[src/design/flow_shop_makespan_bound_assert.svh]
// ----------------------------------------------------------------------------
// Flow shop makespan bound: assertion macros
// Shared concurrent assertion forms, clocked on clk_i and off during reset.
// ----------------------------------------------------------------------------
`ifndef FLOW_SHOP_MAKESPAN_BOUND_ASSERT_SVH
`define FLOW_SHOP_MAKESPAN_BOUND_ASSERT_SVH

// Plain property, sampled on the rising edge and disabled during reset.
`define FSMB_ASSERT(lbl, prop, msg) \
  lbl: assert property (@(posedge clk_i) disable iff (!rst_ni) (prop)) else $error(msg);

// Same-cycle implication.
`define FSMB_ASSERT_IMP(lbl, ante, cons, msg) \
  lbl: assert property (@(posedge clk_i) disable iff (!rst_ni) (ante) |-> (cons)) \
    else $error(msg);

// Next-cycle implication.
`define FSMB_ASSERT_NXT(lbl, ante, cons, msg) \
  lbl: assert property (@(posedge clk_i) disable iff (!rst_ni) (ante) |=> (cons)) \
    else $error(msg);

`endif

[src/design/fsmb_pkg.sv]
// ----------------------------------------------------------------------------
// Flow shop makespan bound: package
// Payload structs, cell control types, opcodes and the saturating adder.
// ----------------------------------------------------------------------------
package fsmb_pkg;

  localparam int unsigned TimeW = 32;
  localparam int unsigned ProcW = 16;
  localparam int unsigned CfgW  = 6;

  typedef enum logic [1:0] {
    OP_CLEAR  = 2'd0,
    OP_SCHED  = 2'd1,
    OP_REMAIN = 2'd2,
    OP_BOUND  = 2'd3
  } opcode_e;

  localparam logic KIND_MAKESPAN = 1'b0;
  localparam logic KIND_BOUND    = 1'b1;

  typedef struct packed {
    opcode_e            opcode;
    logic [ProcW-1:0]   proc_time;
  } in_t;

  typedef struct packed {
    logic               result_kind;
    logic [TimeW-1:0]   time_value;
  } out_t;

  // Broadcast to every cell; each cell also gets its own select bit.
  typedef struct packed {
    logic clr;
    logic sched;
    logic remain;
  } cell_ctrl_t;

  // Running maximum that travels down the row during a bound query.
  typedef struct packed {
    logic               vld;
    logic [TimeW-1:0]   max;
  } wave_t;

  function automatic logic [TimeW-1:0] sat_add(input logic [TimeW-1:0] a,
                                               input logic [TimeW-1:0] b);
    logic [TimeW:0] s;
    s = {1'b0, a} + {1'b0, b};
    return s[TimeW] ? {TimeW{1'b1}} : s[TimeW-1:0];
  endfunction

endpackage

[src/design/fsmb_cell.sv]
// ----------------------------------------------------------------------------
// Flow shop makespan bound: machine cell
// Holds one machine's completion time and remaining-work estimate, applies
// the flow shop recurrence when selected, and forwards the bound wave.
// ----------------------------------------------------------------------------
module fsmb_cell (
  input  logic                         clk_i,
  input  logic                         rst_ni,
  input  fsmb_pkg::cell_ctrl_t         ctrl_i,
  input  logic                         sel_i,
  input  logic                         act_i,
  input  logic [fsmb_pkg::ProcW-1:0]   proc_time_i,
  input  logic [fsmb_pkg::TimeW-1:0]   prev_comp_i,
  output logic [fsmb_pkg::TimeW-1:0]   comp_o,
  output logic [fsmb_pkg::TimeW-1:0]   sched_o,
  input  fsmb_pkg::wave_t              wave_i,
  output fsmb_pkg::wave_t              wave_o
);
  import fsmb_pkg::*;

  logic [TimeW-1:0] comp_q, comp_d;
  logic [TimeW-1:0] rem_q, rem_d;
  logic [TimeW-1:0] proc_ext;
  logic [TimeW-1:0] base;
  logic [TimeW-1:0] own_sum;
  wave_t            wave_q, wave_d;

  assign proc_ext = TimeW'(proc_time_i);
  assign base     = (prev_comp_i > comp_q) ? prev_comp_i : comp_q;
  assign sched_o  = sat_add(base, proc_ext);
  assign comp_o   = comp_q;
  assign own_sum  = sat_add(comp_q, rem_q);

  always_comb begin
    comp_d = comp_q;
    rem_d  = rem_q;
    if (ctrl_i.clr) begin
      comp_d = '0;
      rem_d  = '0;
    end else if (sel_i && ctrl_i.sched) begin
      comp_d = sched_o;
    end else if (sel_i && ctrl_i.remain) begin
      rem_d = sat_add(rem_q, proc_ext);
    end
  end

  // Pass the wave on only inside the machines in use.
  always_comb begin
    wave_d.vld = wave_i.vld && act_i;
    wave_d.max = (own_sum > wave_i.max) ? own_sum : wave_i.max;
  end

  always_ff @(posedge clk_i or negedge rst_ni) begin
    if (!rst_ni) begin
      comp_q <= '0;
      rem_q  <= '0;
      wave_q <= '0;
    end else begin
      comp_q <= comp_d;
      rem_q  <= rem_d;
      wave_q <= wave_d;
    end
  end

  assign wave_o = wave_q;

endmodule

[config.mk]
export PLATFORM = sky130hd
export DESIGN_NAME = fsmb_cell
export DESIGN_NICKNAME = d
export VERILOG_FILES = /design/src/design/flow_shop_makespan_bound_assert.svh /design/src/design/fsmb_pkg.sv /design/src/design/fsmb_cell.sv
export SDC_FILE = /design/constraint.sdc
export NUM_CORES = 1
export LEC_CHECK = 0
export ABC_AREA = 1
export BUFFER_PORTS_ARGS = -buffer_cell sky130_fd_sc_hd__clkbuf_2
export CORE_MARGIN = 2
export CORE_UTILIZATION = 52
export CTS_CLUSTER_DIAMETER = 30
export DETAILED_ROUTE_END_ITERATION = 10
export PLACE_DENSITY = 0.78
export SLEW_MARGIN = 20
export SYNTH_ARGS = -nofsm -noshare
export SYNTH_HDL_FRONTEND = slang
export SYNTH_SLANG_ARGS = --single-unit
[constraint.sdc]
create_clock -name clk_i -period 7.9 [get_ports clk_i]
set_clock_uncertainty 0.05 [all_clocks]
set_input_delay 1.975 -clock clk_i [delete_from_list [all_inputs] [get_ports clk_i]]
set_output_delay 1.975 -clock clk_i [all_outputs]
set_load 0.005 [all_outputs]
### Word-level counts from Yosys, hierarchy flattened

Index checks and enable logic that the tools add are counted.

| storage, ports and cells | value |
|---|---|
| logic and storage cells | 26 |
| bits in registers | 97 |
| input port bits | 88 |

| operators by class | value |
|---|---|
| equal/unequal tests | 1 |
| magnitude comparators | 2 |
| reductions and logical operators | 6 |
| $add $sub $neg | 3 |
| muxes and demuxes | 10 |

Operators with widths:

| cell | count |
|---|---|
| two-way mux 32 bit | 10 |
| adder 32 x 16 -> 33 bit | 2 |
| > comparator 32 bit | 2 |
| adder 32 x 32 -> 33 bit | 1 |
| nonzero test 2 bit | 2 |
| logical AND 1 bit | 3 |
| != test 2 bit, second input constant | 1 |
| AND reduction 2 bit | 1 |

### Logic depth before layout (Yosys ltp)

| logic depth | value |
|---|---|
| depth in word-level cells | 6 |
| mapped depth | 36 |
| mapped depth without buffers | 34 |

### Least setup slack after synthesis

Ideal clock, no wire load.

| timing | value |
|---|---|
| kind | input to output |
| from | input port prev_comp_i[23] (netlist bit) |
| to | output port sched_o[26] (netlist bit) |
| buffers on the path | 3 |
| stages | 25 |
| arrival | 5700 ps |
| slack | 175 ps |
| cell sequence | ha_1 > nand2_1 > nor2_2 > nand4_1 > nor2_2 > nand4_2 > nand2_4 > buf_6 > clkbuf_1 > nand2_1 > o21ai_0 > ha_1 > inv_1 > fa_1 > nand3b_1 > nand2_1 > a21boi_2 > o21bai_1 > a21oi_1 > o21ai_1 > inv_1 > nor2_8 > nand2_4 > buf_12 > nand3_2 |

| between the ends | value |
|---|---|
| word-level cells in the longest chain between the ends | 4 |

RTL lines:

| item | RTL line | source |
|---|---|---|
| start: declaration | fsmb_cell.sv:13 | `input logic [fsmb_pkg::TimeW-1:0] prev_comp_i,` |
| > comparator 32 bit | fsmb_cell.sv:29 | `assign base = (prev_comp_i > comp_q) ? prev_comp_i : comp_q;` |
| two-way mux 32 bit (*) | fsmb_cell.sv:29 |  |
| adder 32 x 16 -> 33 bit (*) | fsmb_pkg.sv:47 | `s = {1'b0, a} + {1'b0, b};` |
| two-way mux 32 bit (*) | fsmb_pkg.sv:48 | `return s[TimeW] ? {TimeW{1'b1}} : s[TimeW-1:0];` |
| end: declaration | fsmb_cell.sv:15 | `output logic [fsmb_pkg::TimeW-1:0] sched_o,` |

Every way passes the cells marked *; elsewhere a longest branch is shown, timed or not.

### Worst setup path in the final report

| timing | value |
|---|---|
| from | input port prev_comp_i[20] (netlist bit) |
| to | output port sched_o[10] (netlist bit) |

The elaborated chain is that of the path after synthesis.

==> out/qor.yml <==
status: "complete, no violations"
ys_top_cells_by_count: "348 x nand2_1, 195 x inv_1, 130 x a21oi_1, 128 x ha_1, 116 x o21ai_0"
pwr-share-clk_pct: 23.7
grt_max_degree: 53
die_h_um: 143
ioPinCount: 185
drive_above_1_share_pct: 21.8
initial_utilization_pct: 53.4
place_area_um2: 11300
slew_headroom_pct: 27.5
clockBufferDepth: 2
syn2layout_area_growth_pct: 18.6
drt-met1-wl_mm: 14.1
synth_cell_types: 54
netlist_area_um2: 10100
fin_util_pct: 63.4
placed_cells: 1891
synth_cells: 1455
cts_sinks: 97
power_density_nw_per_um2: 158
p_comb_share_pct: 45.8
grt_antenna_before_repair: 1
fillers: 1712
fp.dieW_um: 143
postCtsHoldBufs: 0
synth-seq-cells: 97
first_global_vias: 9717
tritoncts: "done"
critPathRequiredTime_ns: 5.88
arrival_ns: 5.85
synth.most_common_cell: "nand2_1"
fin_cells: 1918
worstPathMaxFanout: 8
peakVddDrop_v: 0.000116
avgSynthCellArea_um2: 6.94
final-seq-area_um2: 2430
cp-start-kind: "input port"
wl_met2_mm: 14.4
core_area_um2: 18900
ant_nets: 0
fin_crit_ns: 7.87
cts_made_buffers: 9
p_seq_share_pct: 30.5
cts_root_buf: "clkbuf_16"
ys.flop_type: "dfrtp_1"
final_hold_viol_count: 0
row_count: 50
viasPerCell: 5.60
wirelength_mm: 32.2
critPathKind: "in -> out"
internal_power_mw: 1.14
wl_per_cell_um: 16.8
grtUsageTotal_pct: 30.3
clkSlewWorstSetupHoldPaths_ns: 0.07
max_freq_ghz: 0.127
clock_latency_ns: 0.36
multi_input_area_um2: 6960
tightest_slew_ns: 1.08
nets: 1874
power_switching_uw: 753
dr.first_iter.drc_count: 898
finalSetupViolations: 0
io_buffers: 184
hpwl_mm: 25.1
vias: 10700
grt_overflow: 0
fin_crit_sh_pct: 99.6
h-tree-depth: 3
diodes: 0
power_leakage_nw: 6.41
slew_violations: 0
top_layer: "met4"
dieArea_um2: 20500
cp-end-kind: "output pin"
synth_top_area_share_pct: 24.0
place_congestion: 0.984
first_pass_iters: 6
fin_area_um2: 12000
async_flop_share_pct: 100
yosysWarningCount: 0
hp-class: "reg -> reg"
yosys-top-cells-area: "dfrtp_1 24%, ha_1 16%, nand2_1 13%, inv_1 7.2%, a21oi_1 6.4%"
syn-num-nets: 1674
grt_pass1_wl_mm: 49.1
wl_met3_mm: 2.41
ys_seq_area_share_pct: 24.0
synth_edf_count: 0
yosys.area.top_type: "dfrtp_1"
drcViolationCount: 0
p_sw_share_pct: 39.9
drv_cap: 0
==> final cells by class <==
class | instances | area share, %
clock buffers | 11 | 2.03
flip-flops and latches | 97 | 20.3
well taps | 260 | 2.72
multi-input cells | 1124 | 58.2
inverters | 206 | 6.47
clock inverters | 3 | 0.355
repair buffers | 217 | 10.0
==> state kept, by name, summed over array words and instances, names as in the netlist <==
| register | flops |
|---|---|
| wave_o | 33 |
| rem_q | 32 |
| comp_o | 32 |
==> critical path, cell delays in order <==
cell and delay, ns:
clkbuf_2 0.09, ha_1 0.31, nand2_2 0.07, nor2_4 0.12, nand4_1 0.17, nor2_4 0.19
nand2_2 0.07, nand2_2 0.09, nand2_4 0.08, o21ai_2 0.18, ha_2 0.23, inv_2 0.05
fa_2 0.36, nand3b_1 0.19, nand2_2 0.10, a21boi_2 0.07, o21bai_1 0.22, a21oi_2 0.11
o21ai_2 0.26, inv_2 0.12, nor2_8 0.14, nand2_8 0.10, buf_4 0.19, buf_4 0.17
nand2_4 0.06, clkbuf_2 0.11
==> logic make-up after synthesis <==
logic type / synth area share, %
xor+xnor: 3.30
compound gates: 17.9
fa+ha+maj: 16.5
simple gates: 29.0
buf+inv: 9.36
flops: 24.0
==> power by group through the flow <==
stage          clock network [mW]  registers, mW  logic, mW
3_3_place_gp                    0          0.584      0.779
5_1_grt                     0.468          0.578      0.955
2_1_floorplan                   0          0.568      0.527
3_5_place_dp                    0          0.584      0.793
6_report                    0.448          0.576      0.865
4_1_cts                     0.450          0.575      0.803
==> worst paths after layout <==
check,cells after the start,start,slack (ns),end
max,26,prev_comp_i[20],0.03,sched_o[10]
max reg2reg,26,comp_o[0],1.76,wave_o[31]
max in group asynchronous,2,rst_ni,5.05,comp_o[31]
min in group asynchronous,1,rst_ni,1.57,comp_o[29]
min,1,rem_q[6],0.49,rem_q[6]
min reg2reg,1,rem_q[6],0.49,rem_q[6]
==> through the flow <==
step           total power, mW  TNS [ns]  hold slack [ns]  setup WS (ns)
6_report                  1.89         0            0.492         0.0297
3_3_place_gp              1.36         0            0.461          0.129
5_1_grt                   2.00     -1.84            0.516         -0.161
4_1_cts                   1.83         0            0.486         0.0196
3_5_place_dp              1.38   -0.0314            0.470        -0.0138
2_1_floorplan             1.09         0            0.428          0.175
==> per-layer routing <==
layer	vias up	GRT usage (%)
met2	492	49.3
met1	4938	41.9
met4	0	12.3
li1	5222	-
met5	-	0
met3	81	2.60
==> timing repair <==
item	4_1_cts	5_1_grt
buffers inserted	0	13
setup endpoints to repair	25	32
pin swaps	0	24
resized for setup	4	46
==> layout by cell type (no fill, tap or decap), types with 5 or more instances in the layout <==
| cell type | n |
|---|---|
| inv_2 | 10 |
| o21ai_1 | 21 |
| o21ai_0 | 114 |
| o21ai_2 | 7 |
| o211ai_1 | 5 |
| nand2_2 | 24 |
| ha_4 | 11 |
| a21o_1 | 15 |
| inv_1 | 191 |
| o21bai_1 | 7 |
| buf_4 | 32 |
| a21oi_2 | 5 |
| nand2_4 | 12 |
| nor2_4 | 7 |
| ha_1 | 116 |
| nand3_4 | 5 |
| nor3_1 | 18 |
| nor2_2 | 5 |
| nand2_1 | 340 |
| xor2_1 | 26 |
| dfrtp_1 | 97 |
| nor2_1 | 77 |
| a21oi_1 | 126 |
| xnor2_1 | 12 |
| a31oi_1 | 10 |
| nand3_1 | 79 |
| or2_2 | 26 |
| nand4_1 | 14 |
| nand3_2 | 9 |
| clkbuf_16 | 9 |
| clkbuf_2 | 182 |
Power figures use the tool's default switching activity.
